`src/sv/gaussian_splat_pixel_blend_unit_defines.svh`:
```
// Assertion macros used by the splat blend back end (gspb_back).
`ifndef GAUSSIAN_SPLAT_PIXEL_BLEND_UNIT_DEFINES_SVH
`define GAUSSIAN_SPLAT_PIXEL_BLEND_UNIT_DEFINES_SVH

// Same-cycle implication, disabled during reset.
`define GSPB_ASSERT_NOW(label, clk, rst, ante, cons) \
   label: assert property (@(posedge clk) disable iff (rst) (ante) |-> (cons)) \
      else $error("gspb assertion failed");

// Next-cycle implication, disabled during reset.
`define GSPB_ASSERT_NEXT(label, clk, rst, ante, cons) \
   label: assert property (@(posedge clk) disable iff (rst) (ante) |=> (cons)) \
      else $error("gspb assertion failed");

`endif

```
`src/sv/gspb_pkg.sv`:
```
// Types, constants and the exp table generator for the splat blend unit.
`timescale 1ns / 1ps
package gspb_pkg;

   localparam logic [16:0] ONE_Q16    = 17'd65536;
   localparam logic [15:0] ALPHA_MAX  = 16'd64881;
   localparam logic [15:0] ALPHA_MIN  = 16'd258;
   localparam logic [16:0] T_MIN      = 17'd7;
   localparam logic [17:0] SUM18_MAX  = 18'h3FFFF;
   localparam logic [23:0] SUM24_MAX  = 24'hFFFFFF;
   localparam logic [15:0] COUNT_MAX  = 16'hFFFF;
   localparam logic [15:0] CHAN_MAX   = 16'hFFFF;
   localparam int          QUEUE_DEPTH = 4;
   localparam int          QUEUE_PTR_W = 2;
   localparam logic [4:0]  RECIP_STEPS = 5'd25;

   localparam logic [7:0] CSR_BG_RED   = 8'd0;
   localparam logic [7:0] CSR_BG_GREEN = 8'd1;
   localparam logic [7:0] CSR_BG_BLUE  = 8'd2;
   localparam logic [7:0] CSR_DEPTH_EN = 8'd3;

   // One request as it travels from the front end to the blender.
   typedef struct packed {
      logic        is_end;
      logic [11:0] pixel_x;
      logic [11:0] pixel_y;
      logic [15:0] alpha;
      logic [47:0] color;
      logic [23:0] depth;
   } job_type;

   typedef struct packed {
      logic [15:0] background_red;
      logic [15:0] background_green;
      logic [15:0] background_blue;
      logic        depth_output_enable;
   } cfg_type;

   typedef struct packed {
      logic [11:0] pixel_x;
      logic [11:0] pixel_y;
      logic [15:0] red;
      logic [15:0] green;
      logic [15:0] blue;
      logic [23:0] inverse_depth;
      logic [16:0] final_transmittance;
      logic [15:0] contributor_count;
   } rsp_type;

   typedef enum logic [2:0] {
      BK_IDLE,
      BK_MUL,
      BK_COL,
      BK_DIVW,
      BK_ACC
   } back_state_type;

   // exp(-16y) in Q1.16 for y in Q.30: Taylor series of exp(-y), then squared four times.
   function automatic logic [16:0] exp_from_y(input logic [63:0] y);
      logic [63:0] sum;
      logic [63:0] term;
      logic [63:0] rnd;
      sum  = 64'd1 << 30;
      term = 64'd1 << 30;
      for (int k = 1; k <= 12; k++) begin
         term = ((term * y) >> 30) / 64'(k);
         if (k % 2 == 1) begin
            sum = sum - term;
         end else begin
            sum = sum + term;
         end
      end
      for (int k = 0; k < 4; k++) begin
         sum = (sum * sum) >> 30;
      end
      rnd = (sum * 64'd65536 + (64'd1 << 29)) >> 30;
      return rnd[16:0];
   endfunction

endpackage

```
`src/sv/gspb_fifo.sv`:
```
// Short request queue between the front end and the blender.
`timescale 1ns / 1ps
module gspb_fifo (
   input  logic              clock,
   input  logic              reset,
   input  logic              push,
   input  gspb_pkg::job_type push_data,
   output logic              full,
   input  logic              pop,
   output gspb_pkg::job_type pop_data,
   output logic              empty
);

   gspb_pkg::job_type mem [gspb_pkg::QUEUE_DEPTH];
   logic [gspb_pkg::QUEUE_PTR_W-1:0] wr_ff, rd_ff;
   logic [gspb_pkg::QUEUE_PTR_W:0]   cnt_ff;
   logic do_push, do_pop;

   assign full     = cnt_ff == (gspb_pkg::QUEUE_PTR_W + 1)'(gspb_pkg::QUEUE_DEPTH);
   assign empty    = cnt_ff == '0;
   assign do_push  = push && !full;
   assign do_pop   = pop && !empty;
   assign pop_data = mem[rd_ff];

   always_ff @(posedge clock) begin
      if (reset) begin
         wr_ff  <= '0;
         rd_ff  <= '0;
         cnt_ff <= '0;
      end else begin
         if (do_push) wr_ff <= wr_ff + 1'b1;
         if (do_pop) rd_ff <= rd_ff + 1'b1;
         cnt_ff <= cnt_ff + (gspb_pkg::QUEUE_PTR_W + 1)'(do_push)
                          - (gspb_pkg::QUEUE_PTR_W + 1)'(do_pop);
      end
   end

   always_ff @(posedge clock) begin
      if (do_push) begin
         mem[wr_ff] <= push_data;
      end
   end

endmodule

```
`config.mk`:
```
export PLATFORM = sky130hd
export DESIGN_NAME = gspb_fifo
export DESIGN_NICKNAME = d
export VERILOG_FILES = /design/src/sv/gaussian_splat_pixel_blend_unit_defines.svh /design/src/sv/gspb_pkg.sv /design/src/sv/gspb_fifo.sv
export SDC_FILE = /design/constraint.sdc
export NUM_CORES = 1
export LEC_CHECK = 0
export BUFFER_PORTS_ARGS = -buffer_cell sky130_fd_sc_hd__buf_4
export CORE_ASPECT_RATIO = 1.25
export CORE_MARGIN = 2
export CORE_UTILIZATION = 55
export CTS_BUF_LIST = sky130_fd_sc_hd__clkbuf_4
export DETAILED_ROUTE_END_ITERATION = 12
export PLACE_DENSITY = 0.84
export SYNTH_ARGS = -nofsm -noshare
export SYNTH_HDL_FRONTEND = slang
export SYNTH_SLANG_ARGS = --single-unit
```
`constraint.sdc`:
```
create_clock -name clock -period 5 [get_ports clock]
set_input_delay 0.75 -clock clock [delete_from_list [all_inputs] [get_ports clock]]
set_output_delay 0.75 -clock clock [all_outputs]
set_load 0.1 [all_outputs]
```
After elaboration in Yosys (flattened, before gate mapping)
Memory sizes are Yosys's and may differ from the RTL's. A register that Yosys moved wholly into a read port is not among the register bits.
Index checks and enable logic that the tools add are counted.
- flip-flop bits (word level): 7
- bits in writable memories: 452
- memories: 1
- add/sub/neg operators: 4
- eq/ne operators: 1
- multiplexer cells: 4
- reduce and logical (&&, ||, !) cells: 5
- memories (name ; words ; bits a word ; read ports ; clocked after Yosys merged registers in ; wr ports ; line ; RTL):
    mem ; 4 ; 113 ; 1 ; 1 ; 1 ; gspb_fifo.sv:14 ; gspb_pkg::job_type mem [gspb_pkg::QUEUE_DEPTH];
- operators with widths (cell ; number):
    $add 2x1->2 const B ; 2
    $mux 2 ; 2
    $add 3x1->3 ; 1
    $eq 3x3->1 const B ; 1
    $logic_not 3->1 ; 1
    $sub 3x1->3 ; 1
    $logic_and 1x1->1 ; 2
    $logic_not 1->1 ; 2
    $mux 1 ; 2

Logic depth before layout (Yosys ltp)
Gate-level depths: netlist (run 1).
- word-level depth: 5
- mapped depth: 10
- depth with buffers taken out: 10

Least setup slack after synthesis (run 1)
OpenSTA, ideal clock, no wires.
- path type: flip-flop to flip-flop
- from: reg cnt_ff[2] (netlist bit)
- to: mem mem[0][0] (netlist bit) (enable)
- arrival time: 4.588 ns
- slack: -0.348 ns
- stages on the path, launching flop included: 4
- clock period less this slack: 5.348 ns
- cells stage by stage: dfxtp_1 nor3b_1 nor2_1 and2_1
- longest elaborated chain between the ends: 5
- RTL lines (what ; line ; RTL):
    start, declared ; gspb_fifo.sv:16 ; logic [gspb_pkg::QUEUE_PTR_W:0] cnt_ff;
    start signal, assigned ; gspb_fifo.sv:33 ; cnt_ff <= cnt_ff + (gspb_pkg::QUEUE_PTR_W + 1)'(do_push)
    $eq 3x3->1 ; gspb_fifo.sv:19 ; assign full = cnt_ff == (gspb_pkg::QUEUE_PTR_W + 1)'(gspb_pkg::QUEUE_DEPTH);
    net full ; gspb_fifo.sv:8 ; output logic full,
    $logic_not 1->1 ; gspb_fifo.sv:21 ; assign do_push = push && !full;
    $logic_and 1x1->1 ; gspb_fifo.sv:21 ;
    $mux 1 ; gspb_fifo.sv:39 ; if (do_push) begin
    $mux 1 (not written as such) ; gspb_fifo.sv:40 ; mem[wr_ff] <= push_data;
    end, declared ; gspb_fifo.sv:14 ;
The timed path passes the listed nets, and every way through them passes these cells.

==> impl_metrics.py, run 1 <==
metrics = {
    "cells_and_area": {
        "final_cell_mix": "edfxtp_1 (452), buf_4 (235), clkbuf_4 (150)",
        "finalNonFillerCells": 1447,
        "drive_above_1_share": 0.499,
        "layout_commonest_cell": "edfxtp_1",
        "final_area_mm2": 0.0203,
        "design.final.nets": 1085,
        "syn_to_final_growth_pct": 20.9,
    },
    "synthesis": {
        "syn_area_per_cell_um2": 26.2,
        "ys_seq_area_frac": 0.819,
        "syn_area_mm2": 0.0168,
        "yosysTopAreaCell": "edfxtp_1",
        "ys_ff_latch": 461,
        "async_flop_share": 0,
        "synthCells": 642,
        "syn_nets": 766,
        "synth_flop_cell": "edfxtp_1",
        "synthTopCellsByArea": "edfxtp_1 (81%), mux4_2 (15%), dfxtp_1 (1.1%)",
        "yosys_warnings": 0,
        "yosysUniqueCellTypes": 25,
        "synth-edff-count": 452,
        "synthDominantCellAreaShare": 0.808,
    },
    "sta": {
        "setup_tns_ns": 0,
        "finalMaxSlewViolations": 0,
        "rsz0062_at_grt": "false",
        "relSlewSlack": 0.297,
        "clock-skew-final_ns": 0.0167,
        "period_share": 0.690,
        "setup_violations": 0,
        "hold_viol_final": 0,
        "fmax_mhz": 290,
        "tightest_slew_ns": 1.05,
        "layout_min_cycle_time_ns": 3.45,
    },
    "detailed_routing": {
        "drt.antenna.violating_nets": 0,
        "drc": 0,
        "routed_wirelength_um": 30200,
        "num_vias": 7815,
        "firstDrtPassIters": 5,
        "wl_per_cell_um": 20.9,
        "dr.first_iter.drc_count": 474,
        "routed_via_density": 5.40,
    },
    "pwr": {
        "powerDensity_mw_per_mm2": 631,
        "peakVddDrop_v": 0.000518,
        "cellLeakagePower_nw": 6.93,
    },
    "clock_tree": {
        "numCtsBuffers": 104,
        "clock_sinks": 461,
        "cts.reportedPaths.clkPinSlew_ns": 0.07,
        "cts_tree": "done",
        "cts_resized": 0,
        "clk_path_buf_depth": 3,
        "cts_max_level": 3,
        "cts-root-buf": "clkbuf_4",
        "clkLatencyLatePin_ns": 0.71,
        "post_cts.repair.setup_buffers": 0,
        "cts_hold_buf": 0,
    },
    "hold_path": {
        "hold_class": "input pin to flop",
        "min-delay-start": "push_data[85]",
    },
    "setup_path": {
        "critPathLaunchType": "flop",
        "critPathArrivalTime_ns": 2.70,
        "rr_startpoint": "cnt_ff[1]$_SDFF_PP0_",
        "critPathRequiredTime_ns": 4.25,
        "crit_type": "flop to output pin",
        "end_kind": "output pin",
        "crit_fanout": 60,
    },
    "global_route": {
        "grt_pass1_wl_um": 46000,
        "grt_start_max_net_pins": 76,
        "grt_pass1_vias": 8402,
        "grt.total_usage": 0.193,
        "antenna_found_initial": 4,
        "overflow": 0,
    },
    "floorplanning": {
        "die_w_um": 160,
        "core-area_mm2": 0.0301,
        "io_pins": 232,
        "dieArea_mm2": 0.0320,
        "std_cell_rows": 71,
        "die_y_um": 199,
        "initial_core_util": 0.558,
    },
    "status": {
        "outcome": "finished, final reports clean",
    },
    "place": {
        "place_congestion": 0.732,
        "dp_hpwl_um": 17700,
        "dpl_cell_area_mm2": 0.0190,
        "dp.cells": 1256,
        "port_buffers": 231,
    },
    "run": {
        "maxCapViolations": 0,
    },
}
-- cell usage after synthesis, types with 2 or more instances --
cell and number:
nor2_1 4, nor2b_1 2, ha_1 6, edfxtp_1 452, buf_8 8, a21oi_1 2, dfxtp_1 9, inv_1 8
mux4_2 113, buf_2 12, nand2b_1 2, or3_1 2, and2_1 4, clkbuf_1 5, xnor2_1 2, o21ai_0 2
-- worst max-delay path, cell delays in order (launching register included) --
cell and delay [ns]:
dfxtp_4 0.91, buf_12 0.41, mux4_2 0.39, buf_4 0.25
-- area by class of cell --
class	instances	area [µm²]
clock inverter	38	204
clock buffer	150	1130
timing repair buffer	240	1860
multi-input combinational	146	2810
antenna	3	7.51
fill	1890	9810
tap	401	502
sequential	461	13800
inverter	8	30.0
-- per-layer routing --
layer,part of all wire,global-route usage,wire [µm],vias up
li1,-,-,-,3476
met1,0.37,0.224,11200,3981
met2,0.53,0.336,16000,302
met3,0.076,0.0648,2290,54
met4,0.022,0.0744,670,2
met5,0.00026,0,8,-
-- through the flow --
step	setup WS, ns	hold slack (ns)	power, mW	util
after floorplan	0.832	0.459	9.15	-
after global placement	2.12	0.459	10.1	0.630
after detailed placement	2.06	0.503	10.1	0.630
after CTS	1.46	0.136	13.0	0.674
after global routing	1.38	0.141	13.3	0.674
final	1.55	0.240	12.8	0.674
-- final timing paths --
kind,slack [ns],cells past startpoint,to
max,1.55,3,pop_data[41]
min,0.24,1,mem[1][85]$_DFFE_PP_
max reg2reg,2.40,4,mem[2][73]$_DFFE_PP_
min reg2reg,0.51,2,flop
-- sequential cells by signal (all words and copies together), names as in the netlist, named ones only --
name	count
rd_ff	2
cnt_ff	3
wr_ff	2
mem	452
-- power by group --
group	total, mW	switching, mW	internal, mW	leakage, nW
logic	5.21	3.93	1.28	1.92
clock network	2.83	1.34	1.49	0.794
registers	4.77	0.127	4.64	4.22
total	12.8	5.40	7.40	6.93
-- logic make-up after synthesis --
kind of cell / share of synthesized area
AOI/OAI and AO/OA: 0.00164
xor gates and xnor gates: 0.00156
adders and majority gates: 0.00566
buffers and inverters: 0.0147
DFF: 0.819
muxes: 0.152
and+or+nand+nor: 0.00558
No activity file was read; power rests on OpenSTA's default activity.
==> inputs of run 2 (changes only) <==
--- a/config.mk
+++ b/config.mk
@@ -8,7 +8,7 @@
 export BUFFER_PORTS_ARGS = -buffer_cell sky130_fd_sc_hd__buf_4
 export CORE_ASPECT_RATIO = 1.25
 export CORE_MARGIN = 2
-export CORE_UTILIZATION = 55
+export CORE_UTILIZATION = 53
 export CTS_BUF_LIST = sky130_fd_sc_hd__clkbuf_4
 export DETAILED_ROUTE_END_ITERATION = 12
 export PLACE_DENSITY = 0.84
==> constraint.sdc (replaced) <==
create_clock -name clock -period 2.9 [get_ports clock]
set_input_delay 0.435 -clock clock [delete_from_list [all_inputs] [get_ports clock]]
set_output_delay 0.435 -clock clock [all_outputs]
set_load 0.1 [all_outputs]
==> run 2 against run 1 <==
Against the previous run:
- cell area is 8.0% higher
- clock skew is 0.020 ns higher
- clock-buffer cell count is 7 higher
- first-iteration DRC count is 20% higher
- worst setup slack worse by 1.4 ns
- highest routed layer is now met4
- sequential cell count stayed put
- via count is 9.2% higher
- core utilization is 3.1 points higher
- clock power is 73% higher
- register-to-register slack worse by 2.0 ns
- cell count is 10% higher
- hold slack worse by 0.15 ns
==> impl_metrics.py, run 2 (synthesis gave the netlist of run 1 again) <==
metrics = {
    "status": {
        "outcome": "finished, final reports clean",
    },
    "setup_path": {
        "crit_fanout": 26,
        "critPathRequiredTime_ns": 2.47,
        "critPathArrivalTime_ns": 2.30,
        "end_kind": "output pin",
        "critPathLaunchType": "flop",
        "crit_type": "flop to output pin",
    },
    "cells_and_area": {
        "multi_input_area_mm2": 0.00282,
        "finalNonFillerCells": 1594,
        "seq_area_mm2": 0.0138,
        "largest_reg_flops": 452,
        "top_regs": "mem: 452 flops, cnt_ff: 3 flops",
        "regMostFlops": "mem",
        "design.final.nets": 1228,
        "final_util": 0.706,
        "drive_above_1_share": 0.468,
        "fillers": 1823,
        "final_area_mm2": 0.0219,
        "syn_to_final_growth_pct": 30.5,
        "final_cell_mix": "edfxtp_1 (452), buf_4 (246), clkbuf_4 (157)",
        "layout_commonest_cell": "edfxtp_1",
    },
    "clock_tree": {
        "clk_path_buf_depth": 3,
        "clock_sinks": 461,
        "clkLatencyLatePin_ns": 0.73,
        "numCtsBuffers": 102,
        "cts.reportedPaths.clkPinSlew_ns": 0.07,
        "cts_max_level": 3,
        "cts_tree": "done",
        "cts-root-buf": "clkbuf_4",
    },
    "detailed_routing": {
        "num_vias": 8531,
        "firstDrtPassIters": 5,
        "drc": 0,
        "routed_wirelength_um": 34900,
        "routed_via_density": 5.35,
        "dr.first_iter.drc_count": 570,
        "drt.antenna.violating_nets": 0,
        "wl_per_cell_um": 21.9,
    },
    "place": {
        "dp_hpwl_um": 20200,
        "dp.cells": 1289,
        "port_buffers": 231,
        "dpl_cell_area_mm2": 0.0194,
        "dpl_worst_slack_ns": 0.443,
        "place_congestion": 0.717,
    },
    "global_route": {
        "overflow": 0,
        "grt_start_max_net_pins": 45,
        "grt_pass1_wl_um": 53000,
        "use_met1": 0.250,
        "grt_util_met3": 0.0615,
        "grt_use_met2": 0.376,
        "grt_pass1_vias": 9472,
        "grt.total_usage": 0.216,
        "antenna_found_initial": 2,
        "grt.busiest_layer": "met2",
    },
    "sta": {
        "layout_min_cycle_time_ns": 2.74,
        "setup_violations": 0,
        "tightest_slew_ns": 0.593,
        "period_share": 0.944,
        "setup_tns_ns": 0,
        "rsz0062_at_grt": "false",
        "fmax_mhz": 365,
        "fin_ws_ns": 0.162,
        "hold_viol_final": 0,
        "clock-skew-final_ns": 0.0365,
        "relSlewSlack": 0.605,
        "finalMaxSlewViolations": 0,
    },
    "floorplanning": {
        "core-area_mm2": 0.0311,
        "die_w_um": 163,
        "initial_core_util": 0.540,
        "dieArea_mm2": 0.0331,
        "std_cell_rows": 72,
        "die_y_um": 203,
        "io_pins": 232,
    },
    "hold_path": {
        "hold_class": "input pin to flop",
    },
    "pwr": {
        "cellLeakagePower_nw": 7.63,
        "peakVddDrop_v": 0.000844,
        "powerDensity_mw_per_mm2": 1040,
    },
    "run": {
        "maxCapViolations": 0,
    },
}
[run 2: area by class of cell]
class / instances / area share
inverter: 8 / 0.00137
antenna: 2 / 0.000228
timing repair buffer: 385 / 0.159
tap: 407 / 0.0232
sequential: 461 / 0.627
clock buffer: 157 / 0.0537
multi-input combinational: 146 / 0.129
clock inverter: 28 / 0.00610
[run 2: per-stage QoR]
step                hold WS [ns]  total power, mW
floorplan                  0.459             15.7
global placement           0.464             17.7
detailed placement         0.471             17.8
CTS                      0.00638             22.9
global route              0.0524             23.5
finish                    0.0897             22.7
[run 2: metal layers]
metal  vias to the layer above  routed length [µm]
met1                      4334               12600
li1                       3767                   -
met3                        73                2680
met4                         0                 987
met5                         -                   0
met2                       357               18600
[run 2: repair_timing]
| item | CTS | global route |
|---|---|---|
| hold buffers | 114 | 0 |
| resized for setup | 0 | 0 |
| endpoints found under the hold margin | 461 | 0 |
| buffers inserted | 4 | 0 |
| endpoints found under the setup margin | 70 | 0 |
[run 2: worst max-delay path, cell delays in order (launching register included)]
cell and delay (ns):
dfxtp_4 0.36, buf_12 0.14, buf_12 0.25, mux4_2 0.56, buf_4 0.25
[run 2: worst paths after layout]
kind | cells after the start | slack, ns | to | from
min | 4 | 0.09 | flop | pop
max reg2reg | 10 | 0.41 | cnt_ff[2]$_SDFF_PP0_ | cnt_ff[1]$_SDFF_PP0_
max | 4 | 0.16 | pop_data[89] | flop
min reg2reg | 2 | 0.48 | flop | rd_ff[1]$_SDFFE_PP0P_
[run 2: power breakdown]
| part | internal, mW | switching, mW |
|---|---|---|
| combinational | 2.59 | 7.04 |
| sequential | 7.99 | 0.183 |
| clock | 2.55 | 2.36 |
